`src/sv/fix_message_framer_macros.svh`:
```
// ---------------------------------------------------------------------------
// FIX message framer assertion macros
// Shorthand for the concurrent checks of the framer, clocked on clk_i.
// ---------------------------------------------------------------------------
`ifndef FIX_MESSAGE_FRAMER_MACROS_SVH
`define FIX_MESSAGE_FRAMER_MACROS_SVH

// Consequent holds in the same cycle as the antecedent.
`define FMF_ASSERT_NOW(lbl, ante, cons, msg) \
  lbl: assert property (@(posedge clk_i) disable iff (!rst_ni) (ante) |-> (cons)) \
    else $error(msg);

// Consequent holds in the cycle after the antecedent.
`define FMF_ASSERT_NEXT(lbl, ante, cons, msg) \
  lbl: assert property (@(posedge clk_i) disable iff (!rst_ni) (ante) |=> (cons)) \
    else $error(msg);

`endif

```
`src/sv/fmf_pkg.sv`:
```
// ---------------------------------------------------------------------------
// FIX message framer package
// Shared constants, header walker types and decimal helpers.
// ---------------------------------------------------------------------------
package fmf_pkg;

  localparam int unsigned BODY_DEPTH_DEF = 1024;
  localparam int unsigned HDR_MAX        = 128;
  localparam int unsigned HLEN_W         = 7;
  localparam int unsigned SEQ_W          = 32;
  localparam int unsigned SEQ_DIGITS     = 10;
  localparam int unsigned YEAR_W         = 14;
  localparam int unsigned YEAR_DIGITS    = 5;
  localparam int unsigned PADDR_W        = 5;
  localparam int unsigned PDATA_W        = 64;

  localparam logic [3:0] ID_CHARS = 4'd8;
  localparam logic [7:0] SOH      = 8'h01;

  typedef enum logic [1:0] {
    OP_PUSH    = 2'd0,
    OP_PULL    = 2'd1,
    OP_SEQ_RST = 2'd2
  } op_e;

  typedef enum logic [2:0] {
    SEG_PREFIX,
    SEG_TYPE,
    SEG_SEQ,
    SEG_SNDR,
    SEG_TIME,
    SEG_TRGT
  } seg_e;

  typedef struct packed {
    seg_e       seg;
    logic [4:0] off;
  } walk_t;

  typedef struct packed {
    logic [15:0]                 mtype;
    logic [SEQ_DIGITS-1:0][3:0]  seq_dig;
    logic [3:0]                  seq_nd;
    logic [63:0]                 snd_id;
    logic [3:0]                  snd_n;
    logic [63:0]                 tgt_id;
    logic [3:0]                  tgt_n;
    logic [3:0][3:0]             yr_dig;
    logic [5:0]                  mon;
    logic [5:0]                  day;
    logic [5:0]                  hour;
    logic [5:0]                  minute;
    logic [5:0]                  sec;
    logic [2:0][3:0]             len_dig;
  } hdr_info_t;

  typedef struct packed {
    logic [63:0] snd_id;
    logic [3:0]  snd_len;
    logic [63:0] tgt_id;
    logic [3:0]  tgt_len;
  } cfg_t;

  // ASCII digit of a BCD nibble
  function automatic logic [7:0] asc(input logic [3:0] d);
    return {4'h3, d};
  endfunction

  // Two ASCII digits of a value below 64; tens by reciprocal multiply
  function automatic logic [15:0] dec2(input logic [5:0] v);
    logic [13:0] p;
    logic [3:0]  t;
    logic [5:0]  u;
    p = 14'(v) * 14'd205;
    t = {1'b0, p[13:11]};
    u = v - ({2'b00, t} * 6'd10);
    return {asc(t), asc(u[3:0])};
  endfunction

endpackage

```
`src/sv/fmf_cfg.sv`:
```
// ---------------------------------------------------------------------------
// FIX framer configuration registers
// APB-style register file for the sender and target ids.
// ---------------------------------------------------------------------------
module fmf_cfg (
  input  logic                          clk_i,
  input  logic                          rst_ni,
  input  logic                          psel,
  input  logic                          penable,
  input  logic                          pwrite,
  input  logic [fmf_pkg::PADDR_W-1:0]   paddr,
  input  logic [fmf_pkg::PDATA_W-1:0]   pwdata,
  output logic [fmf_pkg::PDATA_W-1:0]   prdata,
  output logic                          pready,
  output fmf_pkg::cfg_t                 cfg_o
);
  import fmf_pkg::*;

  typedef enum logic [1:0] {
    REG_SND_ID  = 2'd0,
    REG_SND_LEN = 2'd1,
    REG_TGT_ID  = 2'd2,
    REG_TGT_LEN = 2'd3
  } reg_e;

  cfg_t cfg_q;
  reg_e idx;

  assign idx    = reg_e'(paddr[4:3]);
  assign pready = 1'b1;

  always_ff @(posedge clk_i or negedge rst_ni) begin
    if (!rst_ni) begin
      cfg_q <= '0;
    end else if (psel && penable && pwrite) begin
      unique case (idx)
        REG_SND_ID:  cfg_q.snd_id  <= pwdata;
        REG_SND_LEN: cfg_q.snd_len <= pwdata[3:0];
        REG_TGT_ID:  cfg_q.tgt_id  <= pwdata;
        REG_TGT_LEN: cfg_q.tgt_len <= pwdata[3:0];
      endcase
    end
  end

  always_comb begin
    unique case (idx)
      REG_SND_ID:  prdata = cfg_q.snd_id;
      REG_SND_LEN: prdata = {60'd0, cfg_q.snd_len};
      REG_TGT_ID:  prdata = cfg_q.tgt_id;
      REG_TGT_LEN: prdata = {60'd0, cfg_q.tgt_len};
    endcase
  end

  assign cfg_o = cfg_q;
endmodule
```
`config.mk`:
```
export PLATFORM = sky130hd
export DESIGN_NAME = fmf_cfg
export DESIGN_NICKNAME = d
export VERILOG_FILES = /design/src/sv/fix_message_framer_macros.svh /design/src/sv/fmf_pkg.sv /design/src/sv/fmf_cfg.sv
export SDC_FILE = /design/constraint.sdc
export NUM_CORES = 1
export LEC_CHECK = 0
export ABC_AREA = 0
export BUFFER_PORTS_ARGS = -buffer_cell sky130_fd_sc_hd__clkbuf_2
export CORE_ASPECT_RATIO = 1.25
export CORE_MARGIN = 3
export CORE_UTILIZATION = 40
export CTS_BUF_LIST = sky130_fd_sc_hd__clkbuf_4
export CTS_CLUSTER_DIAMETER = 80
export CTS_CLUSTER_SIZE = 28
export DETAILED_ROUTE_END_ITERATION = 8
export PLACE_DENSITY = 0.7
export SLEW_MARGIN = 20
export SYNTH_ARGS = -nofsm -noshare
export SYNTH_HDL_FRONTEND = slang
export SYNTH_SLANG_ARGS = --single-unit
```
`constraint.sdc`:
```
create_clock -name clk_i -period 1.5 [get_ports clk_i]
set_input_delay 0.15 -clock clk_i [delete_from_list [all_inputs] [get_ports clk_i]]
set_output_delay 0.15 -clock clk_i [all_outputs]
set_load 0.02 [all_outputs]
```
==> impl_metrics.py <==
metrics = {
    "outcome": {
        "outcome": "finished with violations",
        "violations": "setup timing",
    },
    "floorplanning": {
        "io_pins": 275,
        "coreArea_sq_um": 14600,
        "die_w_um": 116,
        "num_rows": 49,
        "start_util_pct": 41.5,
        "die_area_sq_um": 16700,
        "die_h_um": 144,
    },
    "logic_synthesis": {
        "synth_commonest_cells": "136 x dfrtp_1, 126 x mux2_2, 60 x mux2i_1, 60 x nor2_1, 14 x buf_2",
        "syn_area_sq_um": 6060,
        "synth_ff_type": "dfrtp_1",
        "syn_nets": 506,
        "yosys.cell_types.count": 17,
        "avgSynthCellArea_sq_um": 14.0,
        "ys_seq_elements": 136,
        "ys_seq_area_share_pct": 56.2,
        "async_flop_share_pct": 100,
        "yosysTopAreaCellShare_pct": 56.2,
        "synth_edf_count": 0,
        "synth.area.top_cells": "dfrtp_1 56%, mux2_2 23%, mux2i_1 9.9%",
        "synth.most_common_cell": "dfrtp_1",
        "ys_warn_count": 0,
        "syn_inst": 432,
        "synth.largest_area_cell": "dfrtp_1",
    },
    "drt": {
        "routed_via_density": 5.06,
        "wl_mm": 19.4,
        "firstDrtPassIters": 4,
        "vias": 5405,
        "drcViolationCount": 0,
        "ant_nets": 0,
        "drt-initial-drc-count": 190,
        "wl_per_cell_um": 18.2,
    },
    "timing": {
        "max_freq_mhz": 568,
        "setup_viol": 12,
        "fin_skew_ns": 0,
        "fin_crit_sh_pct": 117,
        "holdWs_ns": 0.197,
        "rsz0062_at_grt": "true",
        "drv_slew": 0,
        "fin_ws_ns": -0.261,
        "period_needed_ns": 1.76,
        "fin_tns_setup_ns": -1.17,
        "finalHoldViolations": 0,
    },
    "final_layout": {
        "drive_gt1_share_pct": 62.0,
        "final_area_sq_um": 9510,
        "utilization_pct": 65.2,
        "syn_to_final_growth_pct": 56.9,
        "fillers": 1055,
        "fin_nets": 950,
        "largest_reg_flops": 136,
        "fin_cells": 1069,
    },
    "placement": {
        "place_inst": 863,
        "post_dp_cell_area_sq_um": 7670,
        "hpwl_mm": 11.6,
        "dp_worst_setup_slack_ns": 0.0442,
        "port_buffers": 270,
        "globalplace.congestion": 0.755,
    },
    "worst_setup_path": {
        "crit_type": "reg2out",
        "end_kind": "output port",
        "crit_start": "cfg_o[5]",
        "required_ns": 1.35,
        "critPathLaunchType": "flop",
        "crit_fanout": 2,
        "worstPathArrival_ns": 1.61,
        "r2r_start": "cfg_o[25]",
    },
    "clock_network": {
        "clkTransAtPathRegs_ns": 0.12,
        "clk_latency_ns": 0.53,
        "clockBufferDepth": 2,
        "cts_tree": "done",
        "cts_buffers": 17,
        "htree_levels": 4,
        "root_buffer": "clkbuf_4",
        "numClockSinks": 136,
    },
    "flow_run": {
        "drv_cap": 0,
    },
    "grt": {
        "grt_pass1_vias": 5843,
        "grt_max_degree": 71,
        "antenna_found_initial": 1,
        "overflow": 0,
        "grtUsageTotal_pct": 22.6,
        "grt_pass1_wl_mm": 29.3,
    },
    "power_and_ir_drop": {
        "ir_drop_mv": 0.816,
        "cellLeakagePower_nw": 4.97,
        "power_mw": 13.2,
        "powerDensity_nw_per_um2": 1390,
    },
    "worst_hold_path": {
        "min_from": "paddr[4]",
        "min_path_type": "in2reg",
    },
}
[where the power goes]
part | switching (mW) | internal, mW
sequential | 0.605 | 4.52
combinational | 3.07 | 2.73
clock | 1.29 | 1.01
total | 4.97 | 8.26
[worst max-delay path: stages, from the launching register on]
cell     delay (ns)
dfrtp_1        0.43
mux4_2         0.50
buf_6          0.16
[final timing paths]
check                              to  slack [ns]  cells past startpoint
hold reg to reg            cfg_o[133]        0.54                      1
min in group asynchronous   cfg_o[18]        0.21                      3
max in group asynchronous  cfg_o[119]        0.96                      3
setup reg to reg            cfg_o[25]        0.47                      3
setup / recovery            prdata[1]       -0.26                      2
hold / removal              cfg_o[70]        0.20                      3
[cells in the final DEF (no fill, tap or decap), drive strengths merged]
cell / instances
clkbuf: 227
buf: 181
dfrtp: 136
mux2: 136
dlygate4sd3: 65
nor2: 61
mux2i: 60
clkinv: 9
mux4: 4
diode: 2
bufinv: 2
nand3: 1
nor3: 1
inv: 1
or3: 1
nand4: 1
or2: 1
conb: 1
clkinvlp: 1
[cells by family (layout without fill, tap and decap cells)]
family	Yosys count	count (layout)	synth area share, %
buffers and inverters	29	486	2.52
other	1	3	0.0619
flip-flops	136	136	56.2
AND/OR/NAND/NOR	66	66	4.56
multiplexers	200	200	36.7
[final cells by class]
cell class,count,area [sq um],area share (%)
antenna,2,5.00,0.0526
clock buffer,20,150,1.58
clock inverter,12,109,1.15
inverter,1,3.75,0.0395
multi-input combinational,267,2510,26.4
sequential,136,3400,35.8
tap,178,223,2.34
timing repair buffer,453,3100,32.6
[routing by layer]
layer / vias up / part of all wire, % / track usage (%)
met5: - / 0 / 0
met2: 224 / 56 / 43.6
met3: 63 / 4.8 / 5.22
met4: 0 / 3.7 / 11.0
li1: 2410 / - / -
met1: 2708 / 35 / 22.3
[timing repair]
action                                  in CTS  in global routing
resized for setup                           24                 79
endpoints found under the setup margin      59                 65
endpoints found under the hold margin      272                  0
hold buffers                                65                  0
pin swaps                                    1                  2
buffers inserted                            89                 18
No activity file was read; power rests on OpenSTA's default activity.
