$ cat src/sv/fix_message_framer_macros.svh
// ---------------------------------------------------------------------------
// FIX message framer assertion macros
// Shorthand for the concurrent checks of the framer, clocked on clk_i.
// ---------------------------------------------------------------------------
`ifndef FIX_MESSAGE_FRAMER_MACROS_SVH
`define FIX_MESSAGE_FRAMER_MACROS_SVH

// Consequent holds in the same cycle as the antecedent.
`define FMF_ASSERT_NOW(lbl, ante, cons, msg) \
  lbl: assert property (@(posedge clk_i) disable iff (!rst_ni) (ante) |-> (cons)) \
    else $error(msg);

// Consequent holds in the cycle after the antecedent.
`define FMF_ASSERT_NEXT(lbl, ante, cons, msg) \
  lbl: assert property (@(posedge clk_i) disable iff (!rst_ni) (ante) |=> (cons)) \
    else $error(msg);

`endif

$ cat src/sv/fmf_pkg.sv
// ---------------------------------------------------------------------------
// FIX message framer package
// Shared constants, header walker types and decimal helpers.
// ---------------------------------------------------------------------------
package fmf_pkg;

  localparam int unsigned BODY_DEPTH_DEF = 1024;
  localparam int unsigned HDR_MAX        = 128;
  localparam int unsigned HLEN_W         = 7;
  localparam int unsigned SEQ_W          = 32;
  localparam int unsigned SEQ_DIGITS     = 10;
  localparam int unsigned YEAR_W         = 14;
  localparam int unsigned YEAR_DIGITS    = 5;
  localparam int unsigned PADDR_W        = 5;
  localparam int unsigned PDATA_W        = 64;

  localparam logic [3:0] ID_CHARS = 4'd8;
  localparam logic [7:0] SOH      = 8'h01;

  typedef enum logic [1:0] {
    OP_PUSH    = 2'd0,
    OP_PULL    = 2'd1,
    OP_SEQ_RST = 2'd2
  } op_e;

  typedef enum logic [2:0] {
    SEG_PREFIX,
    SEG_TYPE,
    SEG_SEQ,
    SEG_SNDR,
    SEG_TIME,
    SEG_TRGT
  } seg_e;

  typedef struct packed {
    seg_e       seg;
    logic [4:0] off;
  } walk_t;

  typedef struct packed {
    logic [15:0]                 mtype;
    logic [SEQ_DIGITS-1:0][3:0]  seq_dig;
    logic [3:0]                  seq_nd;
    logic [63:0]                 snd_id;
    logic [3:0]                  snd_n;
    logic [63:0]                 tgt_id;
    logic [3:0]                  tgt_n;
    logic [3:0][3:0]             yr_dig;
    logic [5:0]                  mon;
    logic [5:0]                  day;
    logic [5:0]                  hour;
    logic [5:0]                  minute;
    logic [5:0]                  sec;
    logic [2:0][3:0]             len_dig;
  } hdr_info_t;

  typedef struct packed {
    logic [63:0] snd_id;
    logic [3:0]  snd_len;
    logic [63:0] tgt_id;
    logic [3:0]  tgt_len;
  } cfg_t;

  // ASCII digit of a BCD nibble
  function automatic logic [7:0] asc(input logic [3:0] d);
    return {4'h3, d};
  endfunction

  // Two ASCII digits of a value below 64; tens by reciprocal multiply
  function automatic logic [15:0] dec2(input logic [5:0] v);
    logic [13:0] p;
    logic [3:0]  t;
    logic [5:0]  u;
    p = 14'(v) * 14'd205;
    t = {1'b0, p[13:11]};
    u = v - ({2'b00, t} * 6'd10);
    return {asc(t), asc(u[3:0])};
  endfunction

endpackage

$ cat src/sv/fmf_bcd.sv
// ---------------------------------------------------------------------------
// FIX framer binary to BCD converter
// Shift-and-add-3, one input bit per cycle.
// ---------------------------------------------------------------------------
module fmf_bcd #(
  parameter int unsigned W = fmf_pkg::SEQ_W,
  parameter int unsigned D = fmf_pkg::SEQ_DIGITS
) (
  input  logic                clk_i,
  input  logic                rst_ni,
  input  logic                start_i,
  input  logic [W-1:0]        bin_i,
  output logic                busy_o,
  output logic [D-1:0][3:0]   dig_o
);
  localparam int unsigned CNTW = $clog2(W + 1);

  logic [W-1:0]      sh_q;
  logic [D-1:0][3:0] dig_q, adj;
  logic [CNTW-1:0]   cnt_q;

  always_comb begin
    for (int i = 0; i < D; i++) begin
      adj[i] = (dig_q[i] >= 4'd5) ? dig_q[i] + 4'd3 : dig_q[i];
    end
  end

  always_ff @(posedge clk_i or negedge rst_ni) begin
    if (!rst_ni) begin
      cnt_q <= '0;
      sh_q  <= '0;
      dig_q <= '0;
    end else if (start_i) begin
      cnt_q <= CNTW'(W);
      sh_q  <= bin_i;
      dig_q <= '0;
    end else if (cnt_q != '0) begin
      // shift the adjusted digits up, feed the next input bit
      for (int i = 0; i < D; i++) begin
        dig_q[i] <= {adj[i][2:0], (i == 0) ? sh_q[W-1] : adj[(i == 0) ? 0 : i-1][3]};
      end
      sh_q  <= sh_q << 1;
      cnt_q <= cnt_q - CNTW'(1);
    end
  end

  assign busy_o = (cnt_q != '0);
  assign dig_o  = dig_q;
endmodule

$ cat config.mk
export PLATFORM = sky130hd
export DESIGN_NAME = fmf_bcd
export DESIGN_NICKNAME = d
export VERILOG_FILES = /design/src/sv/fix_message_framer_macros.svh /design/src/sv/fmf_pkg.sv /design/src/sv/fmf_bcd.sv
export SDC_FILE = /design/constraint.sdc
export NUM_CORES = 1
export LEC_CHECK = 0
export ABC_AREA = 0
export BUFFER_PORTS_ARGS = -buffer_cell sky130_fd_sc_hd__clkbuf_2
export CAP_MARGIN = 0
export CORE_MARGIN = 1
export CORE_UTILIZATION = 52
export CTS_CLUSTER_DIAMETER = 100
export CTS_CLUSTER_SIZE = 30
export DETAILED_ROUTE_END_ITERATION = 12
export HOLD_SLACK_MARGIN = 0.1
export PLACE_DENSITY = 0.79
export SYNTH_ARGS = -nofsm -noshare
export SYNTH_HDL_FRONTEND = slang
export SYNTH_SLANG_ARGS = --single-unit
$ cat constraint.sdc
create_clock -name clk_i -period 1.9 [get_ports clk_i]
set_input_delay 0.095 -clock clk_i [delete_from_list [all_inputs] [get_ports clk_i]]
set_output_delay 0.095 -clock clk_i [all_outputs]
set_load 0.005 [all_outputs]
==> metrics.json <==
{
  "synth_seq_area_share": {"value": 40.59, "unit": "%"},
  "drt.antenna.violating_nets": {"value": 0},
  "maxCapViolCount": {"value": 0},
  "antenna_found_initial": {"value": 0},
  "io_buffer_count": {"value": 75},
  "worst-slew-pin-transition": {"value": 0.6720, "unit": "ns"},
  "synth-warning-count": {"value": 0},
  "post_synth_instance_area": {"value": 0.004808, "unit": "sq mm"},
  "fmax": {"value": 0.5115, "unit": "GHz"},
  "crit_type": {"value": "flip-flop to flip-flop"},
  "synth.area.top_cells": {"value": "sky130_fd_sc_hd__dfrtp_1 (41%), sky130_fd_sc_hd__nand2_1 (7.6%), sky130_fd_sc_hd__nand3_1 (6.6%), sky130_fd_sc_hd__o21ai_0 (6.2%), sky130_fd_sc_hd__ha_1 (5.7%)"},
  "report.power.total": {"value": 6.626, "unit": "mW"},
  "synth_area_leader_cell": {"value": "sky130_fd_sc_hd__dfrtp_1"},
  "grt_pass1_vias": {"value": 4634},
  "finalCriticalPeriod": {"value": 1.955, "unit": "ns"},
  "drt_wl_total": {"value": 13860, "unit": "um"},
  "start_kind": {"value": "flip-flop"},
  "antenna-diode-count": {"value": 0},
  "multi_input_comb_area": {"value": 0.002591, "unit": "sq mm"},
  "clock_insertion_delay_worst_skew": {"value": 0.36, "unit": "ns"},
  "cts.root.buffer_cell": {"value": "sky130_fd_sc_hd__clkbuf_8"},
  "cts_buffer_depth": {"value": 2},
  "core-area": {"value": 0.008848, "unit": "sq mm"},
  "cts_tree": {"value": "done"},
  "required": {"value": 2.15, "unit": "ns"},
  "async_flop_share": {"value": 100.0, "unit": "%"},
  "timing.critical_path.to_type": {"value": "flip-flop"},
  "dieWidth": {"value": 98.16, "unit": "um"},
  "fillers": {"value": 674},
  "synth.ff_latch_count": {"value": 78},
  "final.setup_skew": {"value": 0.01228, "unit": "ns"},
  "place_congestion": {"value": 0.8683},
  "hold_path_class": {"value": "input pin to flip-flop"},
  "leak_pwr": {"value": 2.646, "unit": "nW"},
  "run_status": {"value": "finished, violations left"},
  "detailedRoute.firstPassIterationCount": {"value": 7},
  "initial_utilization": {"value": 54.34, "unit": "%"},
  "final_hold_vios": {"value": 0},
  "synth_area_per_inst": {"value": 8.248, "unit": "sq um"},
  "setup_viol": {"value": 2},
  "failed_checks": {"value": "setup timing"},
  "clk_pin_slew": {"value": 0.10, "unit": "ns"},
  "grt_pass1_wl": {"value": 22110, "unit": "um"},
  "tritoncts.num_buffers": {"value": 9},
  "worst_case_headroom_to_the_max_slew_limit": {"value": 55.20, "unit": "%"},
  "hpwl": {"value": 8311, "unit": "um"},
  "postSynthNetCount": {"value": 640},
  "fp.dieH": {"value": 98.16, "unit": "um"},
  "viasPerCell": {"value": 6.159},
  "period_share": {"value": 102.9, "unit": "%"},
  "finish.net_count": {"value": 756},
  "dp_cells": {"value": 752},
  "sequential_cell_area": {"value": 0.001952, "unit": "sq mm"},
  "fp-row-count": {"value": 34},
  "wire_per_inst": {"value": 17.06, "unit": "um"},
  "die_area": {"value": 0.009635, "unit": "sq mm"},
  "boundaryPins": {"value": 76},
  "drt_iter0_drc": {"value": 490},
  "critical_path_peak_fanout": {"value": 25},
  "ir_worst_vdd": {"value": 580.0, "unit": "uV"},
  "finalWorstSetupSlack": {"value": -0.05508, "unit": "ns"},
  "grt_overflow": {"value": 0},
  "layout_common_cells": {"value": "sky130_fd_sc_hd__nand2_1 (97), sky130_fd_sc_hd__dfrtp_1 (78), sky130_fd_sc_hd__clkbuf_2 (72)"},
  "syn_to_final_growth": {"value": 26.83, "unit": "%"},
  "timing.hold.ws": {"value": 0.2643, "unit": "ns"},
  "dr_total_vias": {"value": 5001},
  "clock_sink_count": {"value": 78},
  "cp.arrival": {"value": 2.20, "unit": "ns"},
  "pwr_density_cell": {"value": 1086, "unit": "mW/mm^2"},
  "pin_count_of_the_biggest_net_entering_global_routing": {"value": 75},
  "finalSetupTns": {"value": -0.05769, "unit": "ns"},
  "final_cells": {"value": 812},
  "synth_cell_type_count": {"value": 36},
  "clock_tree.htree_level_count": {"value": 3},
  "post_synth_inst_count": {"value": 583},
  "report.final.slew_viol_count": {"value": 0},
  "postLayoutCoreUtil": {"value": 68.92, "unit": "%"},
  "drive_above_1_share": {"value": 20.60, "unit": "%"},
  "gr-usage-all-layers": {"value": 28.45, "unit": "%"},
  "drt_drc_violations_left": {"value": 0},
  "synth_edf_count": {"value": 0},
  "mostFrequentLayoutCell": {"value": "sky130_fd_sc_hd__nand2_1"},
  "yosysTopAreaCellShare": {"value": 40.59, "unit": "%"},
  "rsz0062_at_grt": {"value": "true"},
  "synth-main-ff-cell": {"value": "sky130_fd_sc_hd__dfrtp_1"}
}
==> worst paths after layout <==
path                       startpoint        end  slack (ns)  cells after the start
setup / recovery             cnt_q[1]   sh_q[17]       -0.06                      7
hold / removal                start_i   cnt_q[5]        0.26                      3
setup reg to reg             cnt_q[1]   sh_q[17]       -0.06                      7
hold reg to reg              sh_q[31]   dig_o[0]        0.56                      2
max in group asynchronous      rst_ni  dig_o[27]        0.91                      3
min in group asynchronous      rst_ni  dig_o[21]        0.30                      2
==> synth_stat cells, drive strengths merged (2+ instances only) <==
master and n:
nand2 97, nand2b 14, o41ai 9, o31a 2, dfrtp 78, nor2b 40, or3 10, ha 22
a21oi 15, buf 7, nand4 10, nor2 13, a211oi 19, a311oi 11, nand3 63, o31ai 3
o32ai 18, o21ai 61, clkbuf 38, a211o 3, nor3 12, inv 28, or4 2
==> repair_timing <==
action / 4_1_cts / 5_1_grt
pin swaps: 1 / 2
resized for setup: 10 / 16
buffers inserted: 7 / 4
setup endpoints to repair: 4 / 62
endpoints found under the hold margin: 81 / 0
hold buffers: 33 / 0
==> logic make-up after synthesis <==
group | synth area share (%)
flops | 40.59
simple gates | 27.74
buf+inv | 6.245
compound gates | 19.70
fa+ha+maj | 5.725
==> layout make-up <==
type                    count  share of cell area (%)
well taps                 108                   2.216
repair buffers            150                   17.69
clock buffers               9                   2.031
multi-input cells         432                   42.49
inverters                  28                   1.847
flip-flops and latches     78                   32.01
clock inverters             7                   1.723
==> where the power goes <==
part	internal [mW]	switching, mW	leakage, nW
Clock	0.761	0.704	0.112
Combinational	1.19	1.72	1.51
Sequential	1.96	0.284	1.02
==> worst max-delay path: stages, from the launching register on <==
cell and delay (ns):
sky130_fd_sc_hd__dfrtp_1 0.40, sky130_fd_sc_hd__inv_2 0.09, sky130_fd_sc_hd__ha_4 0.14, sky130_fd_sc_hd__or4b_4 0.51, sky130_fd_sc_hd__buf_4 0.18, sky130_fd_sc_hd__buf_6 0.17, sky130_fd_sc_hd__o21ai_0 0.24, sky130_fd_sc_hd__nand3_1 0.11
==> layer usage <==
layer  track usage [%]  routed length [um]  up-vias
li1                  -                   -     2318
met4             12.97                 312        0
met5                 0                   0        -
met3             4.009                 965       35
met1             37.56                5760     2373
met2             46.59                6816      275
==> state kept, by name, indices dropped and copies added (netlist names) <==
name,count
cnt_q,6
dig_o,40
sh_q,32
==> metrics by stage <==
step	area, sq um	setup slack, ns
final	6098	-0.05508
after CTS	6041	0.001312
after global routing	6098	-0.1352
after global placement	5405	0.09587
after floorplan	4808	0.05842
after detailed placement	5405	-0.01806
No activity file was read; power rests on OpenSTA's default activity.
