File: config.mk
export PLATFORM = sky130hd
export DESIGN_NAME = fmf_hdr_gen
export DESIGN_NICKNAME = d
export VERILOG_FILES = /design/src/sv/fix_message_framer_macros.svh /design/src/sv/fmf_pkg.sv /design/src/sv/fmf_hdr_gen.sv
export SDC_FILE = /design/constraint.sdc
export NUM_CORES = 1
export LEC_CHECK = 0
export BUFFER_PORTS_ARGS = -buffer_cell sky130_fd_sc_hd__buf_2
export CORE_UTILIZATION = 41
export DETAILED_ROUTE_END_ITERATION = 8
export PLACE_DENSITY = 0.69
export RECOVER_POWER = 50
export SYNTH_ARGS = -nofsm -noshare
export SYNTH_HDL_FRONTEND = slang
export SYNTH_SLANG_ARGS = --single-unit
File: constraint.sdc
create_clock -name vclk -period 6.4
set_input_delay 0 -clock vclk [all_inputs]
set_output_delay 0 -clock vclk [all_outputs]
set_load 0.01 [all_outputs]
File: src/sv/fix_message_framer_macros.svh
// ---------------------------------------------------------------------------
// FIX message framer assertion macros
// Shorthand for the concurrent checks of the framer, clocked on clk_i.
// ---------------------------------------------------------------------------
`ifndef FIX_MESSAGE_FRAMER_MACROS_SVH
`define FIX_MESSAGE_FRAMER_MACROS_SVH

// Consequent holds in the same cycle as the antecedent.
`define FMF_ASSERT_NOW(lbl, ante, cons, msg) \
  lbl: assert property (@(posedge clk_i) disable iff (!rst_ni) (ante) |-> (cons)) \
    else $error(msg);

// Consequent holds in the cycle after the antecedent.
`define FMF_ASSERT_NEXT(lbl, ante, cons, msg) \
  lbl: assert property (@(posedge clk_i) disable iff (!rst_ni) (ante) |=> (cons)) \
    else $error(msg);

`endif

File: src/sv/fmf_pkg.sv
// ---------------------------------------------------------------------------
// FIX message framer package
// Shared constants, header walker types and decimal helpers.
// ---------------------------------------------------------------------------
package fmf_pkg;

  localparam int unsigned BODY_DEPTH_DEF = 1024;
  localparam int unsigned HDR_MAX        = 128;
  localparam int unsigned HLEN_W         = 7;
  localparam int unsigned SEQ_W          = 32;
  localparam int unsigned SEQ_DIGITS     = 10;
  localparam int unsigned YEAR_W         = 14;
  localparam int unsigned YEAR_DIGITS    = 5;
  localparam int unsigned PADDR_W        = 5;
  localparam int unsigned PDATA_W        = 64;

  localparam logic [3:0] ID_CHARS = 4'd8;
  localparam logic [7:0] SOH      = 8'h01;

  typedef enum logic [1:0] {
    OP_PUSH    = 2'd0,
    OP_PULL    = 2'd1,
    OP_SEQ_RST = 2'd2
  } op_e;

  typedef enum logic [2:0] {
    SEG_PREFIX,
    SEG_TYPE,
    SEG_SEQ,
    SEG_SNDR,
    SEG_TIME,
    SEG_TRGT
  } seg_e;

  typedef struct packed {
    seg_e       seg;
    logic [4:0] off;
  } walk_t;

  typedef struct packed {
    logic [15:0]                 mtype;
    logic [SEQ_DIGITS-1:0][3:0]  seq_dig;
    logic [3:0]                  seq_nd;
    logic [63:0]                 snd_id;
    logic [3:0]                  snd_n;
    logic [63:0]                 tgt_id;
    logic [3:0]                  tgt_n;
    logic [3:0][3:0]             yr_dig;
    logic [5:0]                  mon;
    logic [5:0]                  day;
    logic [5:0]                  hour;
    logic [5:0]                  minute;
    logic [5:0]                  sec;
    logic [2:0][3:0]             len_dig;
  } hdr_info_t;

  typedef struct packed {
    logic [63:0] snd_id;
    logic [3:0]  snd_len;
    logic [63:0] tgt_id;
    logic [3:0]  tgt_len;
  } cfg_t;

  // ASCII digit of a BCD nibble
  function automatic logic [7:0] asc(input logic [3:0] d);
    return {4'h3, d};
  endfunction

  // Two ASCII digits of a value below 64; tens by reciprocal multiply
  function automatic logic [15:0] dec2(input logic [5:0] v);
    logic [13:0] p;
    logic [3:0]  t;
    logic [5:0]  u;
    p = 14'(v) * 14'd205;
    t = {1'b0, p[13:11]};
    u = v - ({2'b00, t} * 6'd10);
    return {asc(t), asc(u[3:0])};
  endfunction

endpackage

File: src/sv/fmf_hdr_gen.sv
// ---------------------------------------------------------------------------
// FIX framer header byte generator
// Byte at a segment/offset position and the position after it.
// ---------------------------------------------------------------------------
module fmf_hdr_gen (
  input  fmf_pkg::walk_t     walk_i,
  input  fmf_pkg::hdr_info_t info_i,
  output logic [7:0]         chr_o,
  output fmf_pkg::walk_t     next_o,
  output logic               end_o
);
  import fmf_pkg::*;

  logic [4:0]  off, rel, sidx, yidx;
  logic        seg_last;
  logic [7:0]  tag_a, tag_b;
  logic [15:0] mon_c, day_c, hour_c, min_c, sec_c;
  seg_e        seg_nx;

  assign off    = walk_i.off;
  assign rel    = off - 5'd3;
  assign sidx   = {1'b0, info_i.seq_nd} - 5'd1 - rel;
  assign yidx   = 5'd6 - off;
  assign mon_c  = dec2(info_i.mon);
  assign day_c  = dec2(info_i.day);
  assign hour_c = dec2(info_i.hour);
  assign min_c  = dec2(info_i.minute);
  assign sec_c  = dec2(info_i.sec);

  always_comb begin
    chr_o    = SOH;
    seg_last = 1'b0;
    tag_a    = "3";
    tag_b    = "5";
    seg_nx   = SEG_TYPE;
    unique case (walk_i.seg)
      SEG_PREFIX: begin
        seg_last = (off == 5'd15);
        seg_nx   = SEG_TYPE;
        case (off)
          5'd0:    chr_o = "8";
          5'd1:    chr_o = "=";
          5'd2:    chr_o = "F";
          5'd3:    chr_o = "I";
          5'd4:    chr_o = "X";
          5'd5:    chr_o = ".";
          5'd6:    chr_o = "4";
          5'd7:    chr_o = ".";
          5'd8:    chr_o = "4";
          5'd10:   chr_o = "9";
          5'd11:   chr_o = "=";
          5'd12:   chr_o = asc(info_i.len_dig[2]);
          5'd13:   chr_o = asc(info_i.len_dig[1]);
          5'd14:   chr_o = asc(info_i.len_dig[0]);
          default: chr_o = SOH;
        endcase
      end
      SEG_TYPE: begin
        seg_last = (off == ((info_i.mtype[15:8] != 8'd0) ? 5'd5 : 5'd4));
        seg_nx   = SEG_SEQ;
        if (off == 5'd3) begin
          chr_o = info_i.mtype[7:0];
        end else if (off == 5'd4 && info_i.mtype[15:8] != 8'd0) begin
          chr_o = info_i.mtype[15:8];
        end
      end
      SEG_SEQ: begin
        tag_b    = "4";
        seg_last = (off == 5'({1'b0, info_i.seq_nd} + 5'd3));
        seg_nx   = (info_i.snd_n != 4'd0) ? SEG_SNDR : SEG_TIME;
        if (off >= 5'd3 && rel < 5'({1'b0, info_i.seq_nd})) begin
          chr_o = asc(info_i.seq_dig[sidx[3:0]]);
        end
      end
      SEG_SNDR: begin
        tag_a    = "4";
        tag_b    = "9";
        seg_last = (off == 5'({1'b0, info_i.snd_n} + 5'd3));
        seg_nx   = SEG_TIME;
        if (off >= 5'd3 && rel < 5'({1'b0, info_i.snd_n})) begin
          chr_o = info_i.snd_id[{rel[2:0], 3'b000} +: 8];
        end
      end
      SEG_TIME: begin
        tag_a    = "5";
        tag_b    = "2";
        seg_last = (off == 5'd24);
        seg_nx   = SEG_TRGT;
        case (off)
          5'd3, 5'd4, 5'd5, 5'd6: chr_o = asc(info_i.yr_dig[yidx[1:0]]);
          5'd7:    chr_o = mon_c[15:8];
          5'd8:    chr_o = mon_c[7:0];
          5'd9:    chr_o = day_c[15:8];
          5'd10:   chr_o = day_c[7:0];
          5'd11:   chr_o = "-";
          5'd12:   chr_o = hour_c[15:8];
          5'd13:   chr_o = hour_c[7:0];
          5'd14:   chr_o = ":";
          5'd15:   chr_o = min_c[15:8];
          5'd16:   chr_o = min_c[7:0];
          5'd17:   chr_o = ":";
          5'd18:   chr_o = sec_c[15:8];
          5'd19:   chr_o = sec_c[7:0];
          5'd20:   chr_o = ".";
          5'd21, 5'd22, 5'd23: chr_o = "0";
          default: chr_o = SOH;
        endcase
      end
      SEG_TRGT: begin
        tag_b    = "6";
        tag_a    = "5";
        seg_last = (off == 5'({1'b0, info_i.tgt_n} + 5'd3));
        seg_nx   = SEG_PREFIX;
        if (off >= 5'd3 && rel < 5'({1'b0, info_i.tgt_n})) begin
          chr_o = info_i.tgt_id[{rel[2:0], 3'b000} +: 8];
        end
      end
      default: begin
        seg_last = 1'b1;
        seg_nx   = SEG_PREFIX;
      end
    endcase
    // tag and '=' open every segment but the prefix
    if (walk_i.seg != SEG_PREFIX) begin
      if (off == 5'd0) chr_o = tag_a;
      else if (off == 5'd1) chr_o = tag_b;
      else if (off == 5'd2) chr_o = "=";
    end
  end

  always_comb begin
    next_o.seg = seg_last ? seg_nx : walk_i.seg;
    next_o.off = seg_last ? 5'd0 : off + 5'd1;
    end_o      = seg_last && (walk_i.seg == SEG_TRGT);
  end
endmodule

==> flow_metrics.env <==
export IMPL_die_area_mm2=0.0180
export IMPL_slew_violations=78
export IMPL_path_cells="buf_2, inv_1, ha_2, clkbuf_1, ha_1, a21boi_0, o21ai_0, nand2b_1, a2111o_1, o22ai_1, a211o_1, nor4b_2, nor3_1, buf_2"
export IMPL_n_sequential_cell=0
export IMPL_hold_viol_final=0
export IMPL_crit_slowest_cell="clkbuf_1"
export IMPL_antenna_left=0
export IMPL_place_worst_setup_slack_ns=2.05
export IMPL_place_port_buffers=279
export IMPL_holdCritPathClass="in2out"
export IMPL_whs_ns=0.521
export IMPL_antenna_found_initial=2
export IMPL_grtUsageTotal_pct=26.8
export IMPL_holdBufCountCts=0
export IMPL_nClkBuffers=0
export IMPL_post_cts_resize_count=0
export IMPL_num_vias=7714
export IMPL_synth_area_mm2=0.00717
export IMPL_cp_depth=14
export IMPL_post_cts_buffers=0
export IMPL_pin_count=279
export IMPL_ys_warn_count=0
export IMPL_ir_drop_v=0.0000505
export IMPL_p_per_area_mw_per_mm2=110
export IMPL_min_path_cells=5
export IMPL_seqCellArea_um2=0
export IMPL_drtPass1Iterations=5
export IMPL_crit_required_ns=6.40
export IMPL_worst_slack_ns=1.27
export IMPL_drive_gt1_share_pct=32.5
export IMPL_ys_types=85
export IMPL_setup_viol=0
export IMPL_final_util_pct=50.3
export IMPL_drv_cap=2
export IMPL_critical_path_class="in2out"
export IMPL_final_cell_area_mm2=0.00864
export IMPL_synth_area_per_cell_um2=8.53
export IMPL_rows=48
export IMPL_violations="capacitance limit, slew limit"
export IMPL_die_w_um=134
export IMPL_finalCriticalPeriod_ns=5.13
export IMPL_layout_nets=1521
export IMPL_drt_iter0_markers=592
export IMPL_grt_pass1_wl_um=38500
export IMPL_final_cells=1309
export IMPL_tightestPinTransition_ns=2.36
export IMPL_dp_cells=1308
export IMPL_fin_tns_setup_ns=0
export IMPL_dpl_instance_area_mm2=0.00865
export IMPL_cpLargestDelayFamily="buffers and inverters"
export IMPL_grt_max_degree=44
export IMPL_globalplace_congestion=0.970
export IMPL_arrival_ns=5.13
export IMPL_fillers=1698
export IMPL_syn_num_nets=1277
export IMPL_mostFrequentLayoutCells="276 x buf_2, 137 x ha_1, 83 x inv_1"
export IMPL_wl_per_cell_um=18.9
export IMPL_cp_max_fo=41
export IMPL_dp_hpwl_um=21400
export IMPL_drt_total_wl_um=24800
export IMPL_leakagePower_nw=4.28
export IMPL_grt_pass1_vias=7436
export IMPL_critPathMostFrequentCell="buf_2"
export IMPL_layout_commonest_cell="buf_2"
export IMPL_die_h_um=134
export IMPL_status="finished with violations"
export IMPL_start_util_pct=41.8
export IMPL_area_delta_synth_final_pct=20.4
export IMPL_start_kind="primary input"
export IMPL_finalPower_mw=0.947
export IMPL_endpoint_kind="output port"
export IMPL_max_freq_mhz=195
export IMPL_relSlewSlack_pct=-57.7
export IMPL_grt_setup_unrepaired="false"
export IMPL_crit_buf_inv=4
export IMPL_drc=0
export IMPL_vias_per_cell=5.89
export IMPL_synth_seq_area_share_pct=0
export IMPL_overflow=0
export IMPL_worst_path_largest_cell_delay_ns=1.66
export IMPL_core_mm2=0.0172
export IMPL_fin_crit_sh_pct=80.1
export IMPL_syn_inst=841
==> cells in the mapped netlist (all sizes together), types with 12 or more instances <==
master  count  area, µm²
buf        33        204
nor3       24        125
inv        85        319
xnor2      33        289
nand2      64        250
mux2i      17        170
a21oi      44        224
nand2b     13       88.8
fa         36        721
o21ai      40        200
mux4       44        991
nand3      13       65.1
ha        138       1730
nor2       58        218
o22ai      18        113
a31oi      12       75.1
==> path summary, 6_finish.rpt <==
check	from	endpoint	slack [ns]
worst min-delay path	walk_i[1]	next_o[3]	0.52
worst max-delay path	walk_i[1]	chr_o[1]	1.27
==> layout make-up <==
class | instances | area [µm²] | share of cell area [%]
multi-input combinational | 715 | 6620 | 76.6
timing repair buffer | 282 | 1410 | 16.3
antenna | 1 | 2.50 | 0.0290
tap | 225 | 282 | 3.26
inverter | 86 | 323 | 3.74
==> where the power goes <==
part           leakage (nW)  switching, mW  internal [mW]
Combinational          4.28          0.503          0.443
Sequential                0              0              0
Clock            0.00000634              0   0.0000000209
Total                  4.28          0.503          0.443
==> worst min-delay path, stage by stage <==
cell,delay (ns)
buf_2,0.15
nand3_1,0.10
xor2_1,0.07
nor2_1,0.07
buf_2,0.13
==> per-layer routing <==
| layer | track usage [%] | routed length [µm] |
|---|---|---|
| met2 | 43.4 | 11300 |
| met4 | 4.00 | 465 |
| met3 | 1.85 | 1950 |
| met1 | 39.5 | 11100 |
| met5 | 0 | 15 |
==> cell families (layout without fill, tap and decap cells) <==
kind of cell	Yosys count	count (layout)	synth area share (%)
simple gates	218	218	15.3
compound gates	215	215	20.8
fa+ha+maj	174	174	34.1
buf+inv	126	368	7.71
mux	64	64	16.7
xor+xnor	44	44	5.37
other cells	0	1	0
(Power assumes the default switching activity.)
